## src/rtl/rspn_pkg.sv

```systemverilog
`timescale 1ns / 1ps
// ----------------------------------------------------------------------------
// rspn_pkg: shared types and constants for the radix symbol number parser
// Holds field widths, character codes, register indexes, the parse phase
// enum and the structs passed between the front, queue and back sections.
// ----------------------------------------------------------------------------
package rspn_pkg;

  localparam int MaxSymbols = 16;
  localparam int SymW       = 8;
  localparam int ValW       = 32;
  localparam int PosW       = 4;
  localparam int CntW       = 5;
  localparam int CfgIdxW    = 2;
  localparam int CfgDataW   = 64;
  localparam int MulW       = ValW + CntW;
  localparam int MinRadix   = 2;

  localparam int QueueDepth = 2;
  localparam int QueuePtrW  = 1;
  localparam int QueueCntW  = 2;

  localparam logic [SymW-1:0] ChSpace = 8'd32;
  localparam logic [SymW-1:0] ChTab   = 8'd9;
  localparam logic [SymW-1:0] ChCr    = 8'd13;
  localparam logic [SymW-1:0] ChPlus  = 8'h2B;
  localparam logic [SymW-1:0] ChMinus = 8'h2D;

  typedef enum logic [CfgIdxW-1:0] {
    CFG_SYMBOLS_LOW  = 2'd0,
    CFG_SYMBOLS_HIGH = 2'd1,
    CFG_SYMBOL_COUNT = 2'd2
  } cfg_idx_e;

  typedef enum logic [1:0] {
    PH_SKIP   = 2'd0,
    PH_DIGITS = 2'd1,
    PH_DONE   = 2'd2
  } phase_e;

  // Alphabet as seen by the datapath
  typedef struct packed {
    logic [MaxSymbols-1:0][SymW-1:0] sym;
    logic [CntW-1:0]                 radix;
    logic                            bad;
  } cfg_t;

  // One classified character
  typedef struct packed {
    logic            last;
    logic            ws;
    logic            found;
    logic [PosW-1:0] pos;
  } item_t;

endpackage

```

## src/rtl/rspn_cfg.sv

```systemverilog
`timescale 1ns / 1ps
// ----------------------------------------------------------------------------
// rspn_cfg: alphabet registers and alphabet check
// Stores the symbol bytes and count, clamps the radix and registers a flag
// that marks an unusable alphabet.
// ----------------------------------------------------------------------------
module rspn_cfg (
  input  logic                          clk_i,
  input  logic                          rst_ni,
  input  logic                          cfg_we_i,
  input  logic [rspn_pkg::CfgIdxW-1:0]  cfg_idx_i,
  input  logic [rspn_pkg::CfgDataW-1:0] cfg_data_i,
  output rspn_pkg::cfg_t                cfg_o
);
  import rspn_pkg::*;

  logic [CfgDataW-1:0]             sym_lo_q;
  logic [CfgDataW-1:0]             sym_hi_q;
  logic [CntW-1:0]                 count_q;
  logic                            bad_q;
  logic                            bad_d;
  logic [CntW-1:0]                 radix;
  logic [MaxSymbols-1:0][SymW-1:0] sym;

  always_ff @(posedge clk_i or negedge rst_ni) begin
    if (!rst_ni) begin
      sym_lo_q <= '0;
      sym_hi_q <= '0;
      count_q  <= '0;
      bad_q    <= 1'b1;
    end else begin
      bad_q <= bad_d;
      if (cfg_we_i) begin
        case (cfg_idx_e'(cfg_idx_i))
          CFG_SYMBOLS_LOW:  sym_lo_q <= cfg_data_i;
          CFG_SYMBOLS_HIGH: sym_hi_q <= cfg_data_i;
          CFG_SYMBOL_COUNT: count_q  <= cfg_data_i[CntW-1:0];
          default: ;
        endcase
      end
    end
  end

  assign sym   = {sym_hi_q, sym_lo_q};
  assign radix = (count_q > CntW'(MaxSymbols)) ? CntW'(MaxSymbols) : count_q;

  // Too few symbols, a sign symbol or a duplicate in use marks it bad
  always_comb begin
    bad_d = (radix < CntW'(MinRadix));
    for (int j = 0; j < MaxSymbols; j++) begin
      if (CntW'(j) < radix) begin
        if (sym[j] == ChPlus || sym[j] == ChMinus) bad_d = 1'b1;
        for (int i = 0; i < j; i++) begin
          if (sym[i] == sym[j]) bad_d = 1'b1;
        end
      end
    end
  end

  assign cfg_o.sym   = sym;
  assign cfg_o.radix = radix;
  assign cfg_o.bad   = bad_q;

endmodule

```

## src/rtl/rspn_front.sv

```systemverilog
`timescale 1ns / 1ps
// ----------------------------------------------------------------------------
// rspn_front: input side
// Accepts characters and classifies each as whitespace and as an alphabet
// symbol with its lowest position, then pushes it into the queue.
// ----------------------------------------------------------------------------
module rspn_front (
  input  logic                       in_valid_i,
  output logic                       in_stall_o,
  input  logic [rspn_pkg::SymW-1:0]  char_in_i,
  input  logic                       is_last_i,
  input  rspn_pkg::cfg_t             cfg_i,
  input  logic                       full_i,
  output logic                       push_o,
  output rspn_pkg::item_t            item_o
);
  import rspn_pkg::*;

  logic            found;
  logic [PosW-1:0] pos;

  // Scan from the top so the lowest matching position wins
  always_comb begin
    found = 1'b0;
    pos   = '0;
    for (int k = MaxSymbols - 1; k >= 0; k--) begin
      if (CntW'(k) < cfg_i.radix && cfg_i.sym[k] == char_in_i) begin
        found = 1'b1;
        pos   = PosW'(k);
      end
    end
  end

  assign in_stall_o   = full_i;
  assign push_o       = in_valid_i && !full_i;
  assign item_o.last  = is_last_i;
  assign item_o.ws    = (char_in_i == ChSpace) || (char_in_i >= ChTab && char_in_i <= ChCr);
  assign item_o.found = found;
  assign item_o.pos   = pos;

endmodule

```

## src/rtl/rspn_fifo.sv

```systemverilog
`timescale 1ns / 1ps
// ----------------------------------------------------------------------------
// rspn_fifo: classified item queue
// Two-entry queue between the front and back sections.
// ----------------------------------------------------------------------------
module rspn_fifo (
  input  logic            clk_i,
  input  logic            rst_ni,
  input  logic            push_i,
  input  rspn_pkg::item_t item_i,
  output logic            full_o,
  input  logic            pop_i,
  output rspn_pkg::item_t item_o,
  output logic            empty_o
);
  import rspn_pkg::*;

  item_t                mem_q [QueueDepth];
  logic [QueuePtrW-1:0] wr_ptr_q;
  logic [QueuePtrW-1:0] rd_ptr_q;
  logic [QueueCntW-1:0] count_q;

  always_ff @(posedge clk_i) begin
    if (push_i) mem_q[wr_ptr_q] <= item_i;
  end

  always_ff @(posedge clk_i or negedge rst_ni) begin
    if (!rst_ni) begin
      wr_ptr_q <= '0;
      rd_ptr_q <= '0;
      count_q  <= '0;
    end else begin
      if (push_i) wr_ptr_q <= wr_ptr_q + QueuePtrW'(1);
      if (pop_i)  rd_ptr_q <= rd_ptr_q + QueuePtrW'(1);
      case ({push_i, pop_i})
        2'b10:   count_q <= count_q + QueueCntW'(1);
        2'b01:   count_q <= count_q - QueueCntW'(1);
        default: count_q <= count_q;
      endcase
    end
  end

  assign full_o  = (count_q == QueueCntW'(QueueDepth));
  assign empty_o = (count_q == '0);
  assign item_o  = mem_q[rd_ptr_q];

`ifndef ASSERT_OFF
  a_count_bound: assert property (@(posedge clk_i) disable iff (!rst_ni)
    count_q <= QueueCntW'(QueueDepth))
    else $error("queue count above depth");
  a_no_pop_empty: assert property (@(posedge clk_i) disable iff (!rst_ni)
    pop_i |-> count_q != '0)
    else $error("pop from empty queue");
`endif

endmodule

```

## src/rtl/rspn_back.sv

```systemverilog
`timescale 1ns / 1ps
// ----------------------------------------------------------------------------
// rspn_back: parse engine
// Pops classified items, runs the parse phase machine and accumulator, and
// holds the result in an output register.
// ----------------------------------------------------------------------------
module rspn_back (
  input  logic                            clk_i,
  input  logic                            rst_ni,
  input  rspn_pkg::item_t                 item_i,
  input  logic                            empty_i,
  output logic                            pop_o,
  input  rspn_pkg::cfg_t                  cfg_i,
  output logic                            out_valid_o,
  input  logic                            out_stall_i,
  output logic signed [rspn_pkg::ValW-1:0] value_o,
  output logic                            alphabet_bad_o
);
  import rspn_pkg::*;

  phase_e          phase_q, phase_d;
  logic [ValW-1:0] acc_q, acc_d;
  logic            out_valid_q, out_valid_d;
  logic [ValW-1:0] value_q;
  logic            bad_q;
  logic            out_free;
  logic            load_out;
  logic [MulW-1:0] prod;
  logic [ValW-1:0] mac;
  logic            take_digit;
  logic [ValW-1:0] acc_last;

  assign prod = MulW'(acc_q) * MulW'(cfg_i.radix);
  assign mac  = prod[ValW-1:0] + ValW'(item_i.pos);

  // Output side handshake
  always_comb begin
    out_free    = !out_valid_q || !out_stall_i;
    pop_o       = !empty_i && (!item_i.last || out_free);
    load_out    = pop_o && item_i.last;
    out_valid_d = out_valid_q;
    if (out_valid_q && !out_stall_i) out_valid_d = 1'b0;
    if (load_out) out_valid_d = 1'b1;
  end

  // Phase and accumulator update
  always_comb begin
    phase_d    = phase_q;
    acc_d      = acc_q;
    take_digit = 1'b0;
    if (pop_o) begin
      case (phase_q)
        PH_SKIP: begin
          if (!item_i.ws) begin
            if (item_i.found) begin
              take_digit = 1'b1;
              phase_d    = PH_DIGITS;
            end else begin
              phase_d = PH_DONE;
            end
          end
        end
        PH_DIGITS: begin
          if (item_i.found) take_digit = 1'b1;
          else phase_d = PH_DONE;
        end
        default: phase_d = PH_DONE;
      endcase
      if (take_digit) acc_d = mac;
      if (item_i.last) begin
        phase_d = PH_SKIP;
        acc_d   = '0;
      end
    end
  end

  // Accumulator including the last character, before the restart
  assign acc_last = take_digit ? mac : acc_q;

  always_ff @(posedge clk_i or negedge rst_ni) begin
    if (!rst_ni) begin
      phase_q     <= PH_SKIP;
      acc_q       <= '0;
      out_valid_q <= 1'b0;
    end else begin
      phase_q     <= phase_d;
      acc_q       <= acc_d;
      out_valid_q <= out_valid_d;
    end
  end

  always_ff @(posedge clk_i) begin
    if (load_out) begin
      bad_q   <= cfg_i.bad;
      value_q <= cfg_i.bad ? '0 : acc_last;
    end
  end

  assign out_valid_o    = out_valid_q;
  assign value_o        = value_q;
  assign alphabet_bad_o = bad_q;

`ifndef ASSERT_OFF
  a_bad_zero: assert property (@(posedge clk_i) disable iff (!rst_ni)
    out_valid_q && bad_q |-> value_q == '0)
    else $error("bad alphabet with nonzero value");
  a_last_restarts: assert property (@(posedge clk_i) disable iff (!rst_ni)
    load_out |=> phase_q == PH_SKIP && acc_q == '0)
    else $error("parser not restarted after last transfer");
  a_done_sticks: assert property (@(posedge clk_i) disable iff (!rst_ni)
    phase_q == PH_DONE && !load_out |=> phase_q == PH_DONE && $stable(acc_q))
    else $error("left done phase without last transfer");
`endif

endmodule

```

## src/rtl/radix_symbol_number_parser_unit.sv

```systemverilog
`timescale 1ns / 1ps
// ----------------------------------------------------------------------------
// radix_symbol_number_parser_unit: number parser over a configured alphabet
// Reads one character per transfer and returns the parsed value on the
// transfer marked last.
// ----------------------------------------------------------------------------
// Path: a last character is classified into the queue, then accumulated
//   into the output register, where its result is held until taken.
// Throughput: one character per cycle while in_stall_o is low, set by the
//   combinational 32x5 multiply-add in rspn_back and the two-entry queue.
// Reset: clears the alphabet registers (alphabet reads as bad until written),
//   the parse phase, the accumulator, the queue and the output valid.
module radix_symbol_number_parser_unit (
  input  logic                             clk_i,
  input  logic                             rst_ni,
  // configuration writes
  input  logic                             cfg_we_i,
  input  logic [rspn_pkg::CfgIdxW-1:0]     cfg_idx_i,
  input  logic [rspn_pkg::CfgDataW-1:0]    cfg_data_i,
  // character input
  input  logic                             in_valid_i,
  output logic                             in_stall_o,
  input  logic [rspn_pkg::SymW-1:0]        char_in_i,
  input  logic                             is_last_i,
  // result output
  output logic                             out_valid_o,
  input  logic                             out_stall_i,
  output logic signed [rspn_pkg::ValW-1:0] value_o,
  output logic                             alphabet_bad_o
);
  import rspn_pkg::*;

  cfg_t  cfg;
  item_t push_item;
  item_t head_item;
  logic  push;
  logic  pop;
  logic  full;
  logic  empty;

  // Alphabet registers; the bad flag is registered from the stored alphabet
  rspn_cfg u_cfg (
    .clk_i      (clk_i),
    .rst_ni     (rst_ni),
    .cfg_we_i   (cfg_we_i),
    .cfg_idx_i  (cfg_idx_i),
    .cfg_data_i (cfg_data_i),
    .cfg_o      (cfg)
  );

  // Classify each character against all symbols in parallel
  rspn_front u_front (
    .in_valid_i (in_valid_i),
    .in_stall_o (in_stall_o),
    .char_in_i  (char_in_i),
    .is_last_i  (is_last_i),
    .cfg_i      (cfg),
    .full_i     (full),
    .push_o     (push),
    .item_o     (push_item)
  );

  // Decouple input stalls from output stalls
  rspn_fifo u_fifo (
    .clk_i   (clk_i),
    .rst_ni  (rst_ni),
    .push_i  (push),
    .item_i  (push_item),
    .full_o  (full),
    .pop_i   (pop),
    .item_o  (head_item),
    .empty_o (empty)
  );

  // Advance the parse phase and accumulator; hold results until taken
  rspn_back u_back (
    .clk_i          (clk_i),
    .rst_ni         (rst_ni),
    .item_i         (head_item),
    .empty_i        (empty),
    .pop_o          (pop),
    .cfg_i          (cfg),
    .out_valid_o    (out_valid_o),
    .out_stall_i    (out_stall_i),
    .value_o        (value_o),
    .alphabet_bad_o (alphabet_bad_o)
  );

endmodule
```

## config.mk

```make
export PLATFORM = sky130hd
export DESIGN_NAME = radix_symbol_number_parser_unit
export DESIGN_NICKNAME = d
export VERILOG_FILES = /design/src/rtl/rspn_pkg.sv /design/src/rtl/rspn_cfg.sv /design/src/rtl/rspn_front.sv /design/src/rtl/rspn_fifo.sv /design/src/rtl/rspn_back.sv /design/src/rtl/radix_symbol_number_parser_unit.sv
export SDC_FILE = /design/constraint.sdc
export NUM_CORES = 1
export LEC_CHECK = 0
export BUFFER_PORTS_ARGS = -buffer_cell sky130_fd_sc_hd__buf_2
export CORE_MARGIN = 2
export CORE_UTILIZATION = 40
export CTS_CLUSTER_SIZE = 20
export DETAILED_ROUTE_END_ITERATION = 8
export GPL_ROUTABILITY_DRIVEN = 1
export GPL_TIMING_DRIVEN = 0
export HOLD_SLACK_MARGIN = 0.12
export SKIP_CTS_REPAIR_TIMING = 1
export SLEW_MARGIN = 20
export SYNTH_ARGS = -nofsm -noshare
export SYNTH_HDL_FRONTEND = slang
export SYNTH_SLANG_ARGS = --single-unit
export TNS_END_PERCENT = 30
```

## constraint.sdc

```tcl
create_clock -name clk_i -period 6.6 [get_ports clk_i]
set_input_delay 1.32 -clock clk_i [delete_from_list [all_inputs] [get_ports clk_i]]
set_output_delay 1.32 -clock clk_i [all_outputs]
set_load 0.03 [all_outputs]
```

Word-level counts from Yosys, hierarchy flattened --
Memories as Yosys holds them, arrays and structs flattened. Index checks and enable logic that the tools add are counted.
Word-level totals: logic and storage cells 475, RAM bits 14, bits in registers 206, output and inout bits 35, memories 1, bits of input ports 80
Cells by class: $mul 1, multiplexer cells 203, $add $sub $neg 5, eq/ne operators 177, magnitude comparators 20, reduce and logical (&&, ||, !) cells 56
Memories:
- u_fifo.mem_q | words 2, bits a word 7, rd ports 1, clocked after Yosys merged registers in 0, wr ports 1, line rspn_fifo.sv:18 | item_t mem_q [QueueDepth];
Operators by type and width (count):
- 8-bit == test | 136
- 8-bit by 6-bit == test with 1-bit output (second input constant) | 33
- 1-bit two-way mux | 176
- 32-bit two-way mux | 3
- 4-bit two-way mux | 16
- 4-bit by 5-bit less-than comparator with 1-bit output (first input constant) | 8
- 32-bit by 4-bit adder with 32-bit output | 1
- 32-bit by 5-bit multiplier with 32-bit output | 1
- 1-bit logical AND | 21
- 3-bit by 5-bit less-than comparator with 1-bit output (first input constant) | 4
- 1-bit logical OR | 19
- 1-bit by 5-bit less-than comparator with 1-bit output (first input constant) | 2
- 2-bit by 5-bit less-than comparator with 1-bit output (first input constant) | 2
- 8-bit by 4-bit greater-or-equal comparator with 1-bit output (second input constant) | 1
- 8-bit by 4-bit less-or-equal comparator with 1-bit output (second input constant) | 1
- 2-bit two-way mux | 4
- 2-bit case mux with 2 select lines | 2
- 2-bit AND reduction | 4
- 2-bit by 1-bit == test with 1-bit output (second input constant) | 3
- 2-bit == test (second input constant) | 3
- 2-bit zero test | 3
- 3-bit by 2-bit inequality test with 1-bit output (second input constant) | 2
- 2-bit nonzero test | 3
- 5-bit greater-than comparator (second input constant) | 1
- other kinds (8) | 13

Longest topological paths before layout --
Gate-level depths: netlist of the first run.
depth after elaboration 155, mapped depth 22, gate-level depth less buffers 20

Modules after synthesis --
A second synthesis of the first run with hierarchy kept.
Unflattened totals: cells, all modules 3190, area total of the unflattened synthesis 28546.1 um^2
By module, submodules not included:
- rspn_cfg | instances 1, cells an instance 1960, sequential area each 3354.5 um^2, area an instance 17616.9 um^2
- rspn_back | instances 1, cells an instance 914, sequential area each 1866.8 um^2, area an instance 8219.1 um^2
- rspn_front | instances 1, cells an instance 278, sequential area each 0.0 um^2, area an instance 2019.4 um^2
- rspn_fifo | instances 1, cells an instance 38, sequential area each 520.5 um^2, area an instance 690.7 um^2

Worst setup path after synthesis of the first run --
OpenSTA, ideal clock, no wires.
path type register to register, from register u_cfg.count_q[4], to register u_back.value_q[24], in the netlist u_back.value_o[24], data pin, slack 1.329 ns, clock period less this slack 5.271 ns, cell stages (with the launch flop) 21, buffers on the path 4, required time 6.341 ns, library setup time 0.259 ns, arrival time 5.012 ns, cell sequence dfrtp_1 -> clkbuf_1 -> clkbuf_1 -> clkbuf_1 -> clkbuf_1 -> nand2_1 -> fa_1 -> fa_1 -> inv_1 -> fa_1 -> ha_1 -> o21a_1 -> o21ai_2 -> a21oi_1 -> o21ba_4 -> o21bai_4 -> a21oi_2 -> or4_4 -> a41oi_2 -> o21ai_2 -> a211o_1
On the way: cells in the longest elaborated chain, start to end 5
Ends and longest elaborated chain:
- from (decl) | line rspn_cfg.sv:19 | logic [CntW-1:0] count_q;
- from (signal assigned) | line rspn_cfg.sv:37 | CFG_SYMBOL_COUNT: count_q <= cfg_data_i[CntW-1:0];
- 5-bit greater-than comparator | line rspn_cfg.sv:45 | assign radix = (count_q > CntW'(MaxSymbols)) ? CntW'(MaxSymbols) : count_q;
- 5-bit two-way mux (*) | line rspn_cfg.sv:45
- 32-bit by 5-bit multiplier with 32-bit output (*) | line rspn_back.sv:33 | assign prod = MulW'(acc_q) * MulW'(cfg_i.radix);
- 32-bit by 4-bit adder with 32-bit output (*) | line rspn_back.sv:34 | assign mac = prod[ValW-1:0] + ValW'(item_i.pos);
- 32-bit two-way mux (*) | line rspn_back.sv:78 | assign acc_last = take_digit ? mac : acc_q;
- to (signal assigned) | line rspn_back.sv:95 | value_q <= cfg_i.bad ? '0 : acc_last;
- to (decl) | line rspn_back.sv:24 | logic [ValW-1:0] value_q;
Mark *: on every way between the ends. The rest lies on a longest branch, timed or not. A chain may end at the register's enable or synchronous reset.

Worst setup path in the final report of the first run --
from register u_cfg.count_q[4], to register u_back.value_q[31], in the netlist u_back.value_o[31], data pin
Same word-level chain as after synthesis.

==> impl_metrics.py, run 1 <==
metrics = {
    "logic_synthesis": {
        "synth_most_common_cell": "xnor2_1",
        "synth-edff-count": 47,
        "synth_fp_nets": 3278,
        "async_reset_ff_frac": 0.786,
        "syn_inst": 3049,
        "synth_area_leader_cell": "xnor2_1",
        "synth_ff_type": "dfrtp_1",
        "synth.top_cells.by_area": "xnor2_1 19%, xor2_1 18%, dfrtp_1 16%",
        "ys_types": 66,
        "synth_warnings": 0,
        "avgSynthCellArea_um2": 8.92,
        "synth_common_cells": "583 x xnor2_1, 559 x xor2_1, 254 x buf_2",
        "yosys_register_bits": 220,
        "synthesis.area_mm2": 0.0272,
        "seq_area_frac_synth": 0.211,
        "yosysTopAreaCellShare": 0.188,
    },
    "placement": {
        "gp_congestion": 1.07,
        "dp_cells": 4031,
        "dp_slack_ns": -0.473,
        "dp.final_hpwl_um": 78900,
        "port_buffers": 106,
    },
    "worst_setup_path": {
        "crit_chain": "clkbuf_2, clkbuf_2, clkbuf_2, nand2_1, fa_1, fa_1, inv_1, fa_1, ha_1, nor3_1, a21boi_0, o31ai_2, a21oi_2, o211ai_1, a31o_2, a21oi_1, xnor2_1, nand2_1, a21oi_1",
        "reg2reg_depth": 19,
        "setup.worst_path.class": "reg2reg",
        "crit_path_start": "u_cfg.count_q[4]$_DFFE_PN0P_",
        "arrival_ns": 6.78,
        "path_delay_family": "compound AO/OA/AOI/OAI gates",
        "cp-end-kind": "flip-flop",
        "r2r-end": "u_back.value_o[31]$_SDFFCE_PP0P_",
        "crit_path_max_fanout": 10,
        "endpoint": "u_back.value_o[31]$_SDFFCE_PP0P_",
        "r2r_start": "u_cfg.count_q[4]$_DFFE_PN0P_",
        "r2r_slack_ns": 0.21,
        "crit_slowest_cell": "dfrtp_1",
        "critical_path_buf_inv_count": 4,
        "path_depth": 19,
        "cp-start-kind": "flip-flop",
        "crit_required_ns": 6.99,
        "critPathMaxStageDelay_ns": 0.66,
    },
    "sta": {
        "min_period_ns": 6.39,
        "slew_headroom": 0.109,
        "hold_viol_final": 0,
        "fmax_mhz": 156,
        "worst_slack_ns": 0.206,
        "finalHoldWorstSlack_ns": 0.496,
        "drv_slew": 0,
        "finalSetupViolCount": 0,
        "finClkSkew_ns": 0.0289,
        "rsz0062_at_grt": "no",
        "tightest_slew_ns": 1.33,
        "post-route-period-util": 0.969,
    },
    "routing": {
        "viasPerCell": 6.09,
        "drc": 0,
        "routed_wl_um": 117000,
        "wl_per_cell_um": 28.6,
        "dr.pass1.iters": 6,
        "ant_nets": 0,
        "drtIter0Drc": 4141,
        "vias": 24835,
    },
    "power": {
        "peakVddDrop_v": 0.000289,
        "powerDensity_mw_per_mm2": 315,
        "power_mw": 9.40,
        "power_leakage_nw": 11.9,
    },
    "worst_hold_path": {
        "hp-class": "reg2reg",
    },
    "global_routing": {
        "global_route.overflow_total": 0,
        "antenna_found_initial": 2,
        "grt_pass1_wl_um": 166000,
        "grt_pass1_vias": 23317,
        "track_usage": 0.324,
        "grt_max_degree": 83,
    },
    "cells_and_area": {
        "drive_gt1_frac": 0.178,
        "final_cells": 4080,
        "fin_nets": 3414,
        "areaGrowthSynthToFinish_pct": 9.80,
        "fill_cells": 6667,
    },
    "clock_network": {
        "htreeDepth": 1,
        "cts_tree": "done",
        "ctsLongestPathBuffers": 3,
        "cts_buffers": 28,
        "clock_latency_ns": 0.61,
        "clock_sinks": 220,
        "clockRootBuffer": "clkbuf_16",
        "clkTransAtPathRegs_ns": 0.06,
    },
    "die": {
        "die-area_mm2": 0.0701,
        "core_area_mm2": 0.0673,
        "ioPinCount": 115,
        "fp.dieH_um": 265,
        "die_x_um": 265,
        "initial_utilization": 0.404,
        "rows": 95,
    },
    "job": {
        "cap_violations": 0,
    },
    "run_status": {
        "status": "finished, final reports clean",
    },
}
==> sequential cells by signal, summed over array words and instances, names as in the netlist <==
signal	cells
u_cfg.sym_hi_q	64
u_cfg.sym_lo_q	64
u_back.acc_q	32
u_back.value_o	32
u_fifo.mem_q	14
u_cfg.count_q	5
u_back.phase_q	2
u_fifo.count_q	2
u_back.alphabet_bad_o	1
u_back.out_valid_o	1
u_cfg.bad_q	1
u_fifo.rd_ptr_q	1
u_fifo.wr_ptr_q	1
==> layout make-up <==
cell class | instances | area (um^2) | share of cell area
Timing Repair Buffer | 109 | 623 | 0.0209
Tap cell | 873 | 1090 | 0.0366
Clock buffer | 42 | 803 | 0.0269
Inverter | 104 | 390 | 0.0131
Antenna cell | 1 | 2.50 | 0.0000838
Clock inverter | 9 | 130 | 0.00436
Sequential cell | 220 | 5740 | 0.192
Multi-Input combinational cell | 2402 | 19600 | 0.655
Buffer | 320 | 1530 | 0.0512
==> metal layers <==
layer  share of wire  vias to the layer above  track usage  wire length, um
met3            0.14                      513        0.110            16300
met4           0.071                        2        0.182             8310
met1            0.40                    12017        0.435            46200
li1                -                    10353            -                -
met5        0.000069                        -            0                8
met2            0.39                     1950        0.451            45800
==> layout by cell type, fill, tap and decap left out, types with 4 or more instances in the layout <==
| cell | synthesis | layout |
|---|---|---|
| a211oi_1 | 5 | 5 |
| a21boi_0 | 5 | 5 |
| a21o_1 | 12 | 12 |
| a21oi_1 | 87 | 87 |
| a22o_1 | 18 | 18 |
| a31oi_1 | 5 | 5 |
| and2_1 | 64 | 64 |
| buf_1 | 16 | 14 |
| buf_2 | 254 | 359 |
| clkbuf_1 | 53 | 52 |
| clkbuf_16 | 0 | 28 |
| clkbuf_2 | 0 | 9 |
| clkbuf_8 | 0 | 5 |
| dfrtp_1 | 172 | 172 |
| edfxtp_1 | 47 | 47 |
| fa_1 | 86 | 86 |
| ha_1 | 63 | 63 |
| inv_1 | 104 | 104 |
| mux2_2 | 138 | 138 |
| mux2i_1 | 5 | 5 |
| nand2_1 | 187 | 187 |
| nand3_1 | 17 | 17 |
| nand3b_1 | 5 | 5 |
| nand4_1 | 151 | 151 |
| nand4b_1 | 7 | 7 |
| nor2_1 | 88 | 87 |
| nor2b_1 | 9 | 8 |
| nor3_1 | 23 | 23 |
| nor3b_1 | 4 | 4 |
| nor4_1 | 151 | 151 |
| nor4b_1 | 9 | 9 |
| o21a_1 | 5 | 5 |
| o21ai_0 | 61 | 61 |
| o21bai_1 | 4 | 4 |
| o31ai_1 | 5 | 4 |
| xnor2_1 | 583 | 583 |
| xor2_1 | 559 | 559 |
==> per-stage QoR <==
step	utilization	setup TNS, ns	area (um^2)
global placement	0.428	-1.96	28800
CTS	0.444	-2.99	29900
global route	0.444	0	29900
finish	0.444	0	29900
floorplan	-	0	27200
detailed placement	0.430	-2.49	28900
==> how the worst min path moves through the flow <==
stage	from	to	slack (ns)	depth (start not counted)
6_report	u_back.phase_q[0]$_DFFE_PN0P_	u_back.phase_q[0]$_DFFE_PN0P_	0.50	2
5_1_grt	u_fifo.count_q[1]$_DFFE_PN0P_	u_fifo.count_q[1]$_DFFE_PN0P_	0.51	1
4_1_cts	u_fifo.count_q[1]$_DFFE_PN0P_	u_fifo.count_q[1]$_DFFE_PN0P_	0.49	1
3_5_place_dp	u_back.phase_q[0]$_DFFE_PN0P_	u_back.phase_q[0]$_DFFE_PN0P_	0.48	2
3_3_place_gp	u_fifo.count_q[1]$_DFFE_PN0P_	u_fifo.count_q[1]$_DFFE_PN0P_	0.48	1
2_1_floorplan	u_back.phase_q[0]$_DFFE_PN0P_	u_back.phase_q[0]$_DFFE_PN0P_	0.45	2
==> power by group <==
part	switching [mW]	total (mW)	internal, mW
registers	0.123	1.85	1.73
clock network	0.659	1.58	0.922
logic	3.94	5.97	2.03
==> cell families after synthesis <==
logic type | after synthesis | share of synthesized area
flops | 220 | 0.211
simple gates | 727 | 0.143
fa+ha+maj | 149 | 0.0923
mux | 144 | 0.0595
xor+xnor | 1142 | 0.368
compound gates | 240 | 0.0556
buf+inv | 427 | 0.0706
==> tightest hold or removal path, cell delays in order, from the launching register on <==
cell	delay, ns
dfrtp_1	0.35
nand2_1	0.05
nand2_1	0.06
Note: power is estimated with default switching activity, not from simulation.
==> run 2: changes to the inputs <==
--- a/config.mk
+++ b/config.mk
@@ -5,14 +5,16 @@
 export SDC_FILE = /design/constraint.sdc
 export NUM_CORES = 1
 export LEC_CHECK = 0
-export BUFFER_PORTS_ARGS = -buffer_cell sky130_fd_sc_hd__buf_2
+export CORE_ASPECT_RATIO = 1.5
 export CORE_MARGIN = 2
 export CORE_UTILIZATION = 40
 export CTS_CLUSTER_SIZE = 20
 export DETAILED_ROUTE_END_ITERATION = 8
+export DONT_BUFFER_PORTS = 1
 export GPL_ROUTABILITY_DRIVEN = 1
 export GPL_TIMING_DRIVEN = 0
 export HOLD_SLACK_MARGIN = 0.12
+export RECOVER_POWER = 50
 export SKIP_CTS_REPAIR_TIMING = 1
 export SLEW_MARGIN = 20
 export SYNTH_ARGS = -nofsm -noshare
==> impl_metrics.py, run 2 (synthesized netlist as in run 1, its figures left out) <==
metrics = {
    "sta": {
        "post-route-period-util": 0.949,
        "slew_headroom": 0.114,
        "finalSetupViolCount": 0,
        "drv_slew": 0,
        "finClkSkew_ns": 0.0127,
        "rsz0062_at_grt": "no",
        "tns_ns": 0,
        "hold_viol_final": 0,
        "tightest_slew_ns": 1.33,
        "min_period_ns": 6.26,
        "finalHoldWorstSlack_ns": 0.406,
        "fmax_mhz": 160,
        "worst_slack_ns": 0.336,
    },
    "global_routing": {
        "track_usage": 0.361,
        "antenna_found_initial": 4,
        "grt_pass1_vias": 23896,
        "grt_max_degree": 174,
        "global_route.overflow_total": 0,
        "grt_pass1_wl_um": 179000,
    },
    "run_status": {
        "status": "finished, final reports clean",
    },
    "die": {
        "die-area_mm2": 0.0702,
        "initial_utilization": 0.402,
        "die_x_um": 217,
        "core_area_mm2": 0.0676,
        "rows": 117,
        "ioPinCount": 115,
        "fp.dieH_um": 323,
    },
    "clock_network": {
        "ctsLongestPathBuffers": 3,
        "clock_latency_ns": 0.61,
        "cts_buffers": 25,
        "clkTransAtPathRegs_ns": 0.07,
        "cts_tree": "done",
        "clockRootBuffer": "clkbuf_16",
        "clock_sinks": 220,
        "htreeDepth": 1,
    },
    "power": {
        "clock_power_share": 0.160,
        "powerDensity_mw_per_mm2": 317,
        "seq_power_share": 0.222,
        "peakVddDrop_v": 0.000249,
        "internal_power_mw": 4.49,
        "p_switching_mw": 4.74,
        "power_leakage_nw": 11.4,
        "pwr-share-comb": 0.618,
        "swShare": 0.513,
    },
    "placement": {
        "port_buffers": 0,
        "dp.final_hpwl_um": 88900,
        "gp_congestion": 1.05,
        "dp_slack_ns": -0.542,
    },
    "routing": {
        "dr.pass1.iters": 6,
        "drtIter0Drc": 2685,
        "vias": 24137,
        "routed_wl_um": 128000,
        "wl_met1_um": 43200,
        "drc": 0,
        "viasPerCell": 6.06,
        "wl_per_cell_um": 32.2,
        "wl_met3_um": 13400,
        "dr_wl_met2_um": 57800,
        "ant_nets": 0,
        "top_signal_layer_used": "met5",
    },
    "job": {
        "cap_violations": 0,
    },
    "cells_and_area": {
        "fin_nets": 3303,
        "multi_input_area_mm2": 0.0196,
        "fill_cells": 6903,
        "areaGrowthSynthToFinish_pct": 7.23,
        "mostFrequentLayoutCells": "583 x xnor2_1, 559 x xor2_1, 254 x buf_2",
        "drive_gt1_frac": 0.148,
        "final_common_cell": "xnor2_1",
        "reg_top3": "u_cfg.sym_hi_q: 64 flops, u_cfg.sym_lo_q: 64 flops",
        "seq_area_mm2": 0.00574,
    },
    "worst_setup_path": {
        "arrival_ns": 6.66,
        "cp-start-kind": "flip-flop",
        "cp-end-kind": "flip-flop",
        "crit_required_ns": 7.00,
        "r2r_slack_ns": 0.34,
        "setup.worst_path.class": "reg2reg",
        "crit_path_max_fanout": 10,
    },
    "worst_hold_path": {
        "hp-class": "in2async",
    },
}
[run 2: cell count changes in the layout (fill, tap and decap cells not counted), sizes merged]
cell    before  now
clkbuf      94   84
inv        106  108
buf        377  269
clkinv       4    6
[run 2: worst paths after layout]
path / from / endpoint / depth (start not counted)
max: u_cfg.count_q[4]$_DFFE_PN0P_ / u_back.value_o[28]$_SDFFCE_PP0P_ / 20
min: rst_ni / u_cfg.sym_hi_q[55]$_DFFE_PN0P_ / 0
max reg2reg: u_cfg.count_q[4]$_DFFE_PN0P_ / u_back.value_o[28]$_SDFFCE_PP0P_ / 20
min reg2reg: u_back.phase_q[0]$_DFFE_PN0P_ / u_back.phase_q[0]$_DFFE_PN0P_ / 2
max in group asynchronous: rst_ni / u_cfg.bad_q$_DFF_PN1_ / 0
min in group clk_i: u_back.phase_q[0]$_DFFE_PN0P_ / u_back.phase_q[0]$_DFFE_PN0P_ / 2
[run 2: area by class of cell]
class	instances	area share
diodes	1	0.0000858
flip-flops and latches	220	0.197
well taps	892	0.0383
clock buffers	32	0.0234
plain buffers	320	0.0524
multi-input cells	2402	0.670
repair buffers	1	0.000944
inverters	104	0.0134
clock inverters	13	0.00438
[run 2: worst max-delay path, stage by stage, from the launching register on]
cell and delay, ns:
dfrtp_2 0.53, clkbuf_2 0.34, clkbuf_2 0.40, clkbuf_2 0.35, nand2_1 0.10, fa_1 0.48
fa_1 0.50, inv_1 0.05, fa_1 0.45, ha_1 0.34, o21a_1 0.15, o21ai_2 0.08
a21oi_1 0.35, o21ba_4 0.23, o21bai_4 0.08, a21oi_2 0.30, o21ai_0 0.26, o31ai_1 0.44
nor2_1 0.09, xor2_1 0.18, o31ai_1 0.33
[run 2: power by group through the flow]
| stage | clock (mW) | combinational, mW | sequential (mW) |
|---|---|---|---|
| after floorplan | 0 | 3.84 | 2.02 |
| after global placement | 0 | 5.37 | 2.06 |
| after detailed placement | 0 | 5.46 | 2.06 |
| after CTS | 1.49 | 5.48 | 2.04 |
| after global routing | 1.53 | 5.91 | 2.08 |
| final | 1.48 | 5.71 | 2.05 |
[run 2: metal layers]
metal  up-vias  GRT usage
met4         6      0.333
met2      1596      0.578
li1      10126          -
met1     11767      0.384
met3       642      0.104
met5         -          0
[run 2: metrics by stage]
step                 util  cell area, um^2  std cells  power, mW
floorplan               -            27200       3049       5.85
global placement    0.419            28300       3941       7.43
detailed placement  0.419            28400       3942       7.52
CTS                 0.431            29200       3987       9.00
global route        0.431            29200       3984       9.52
finish              0.431            29200       3985       9.23
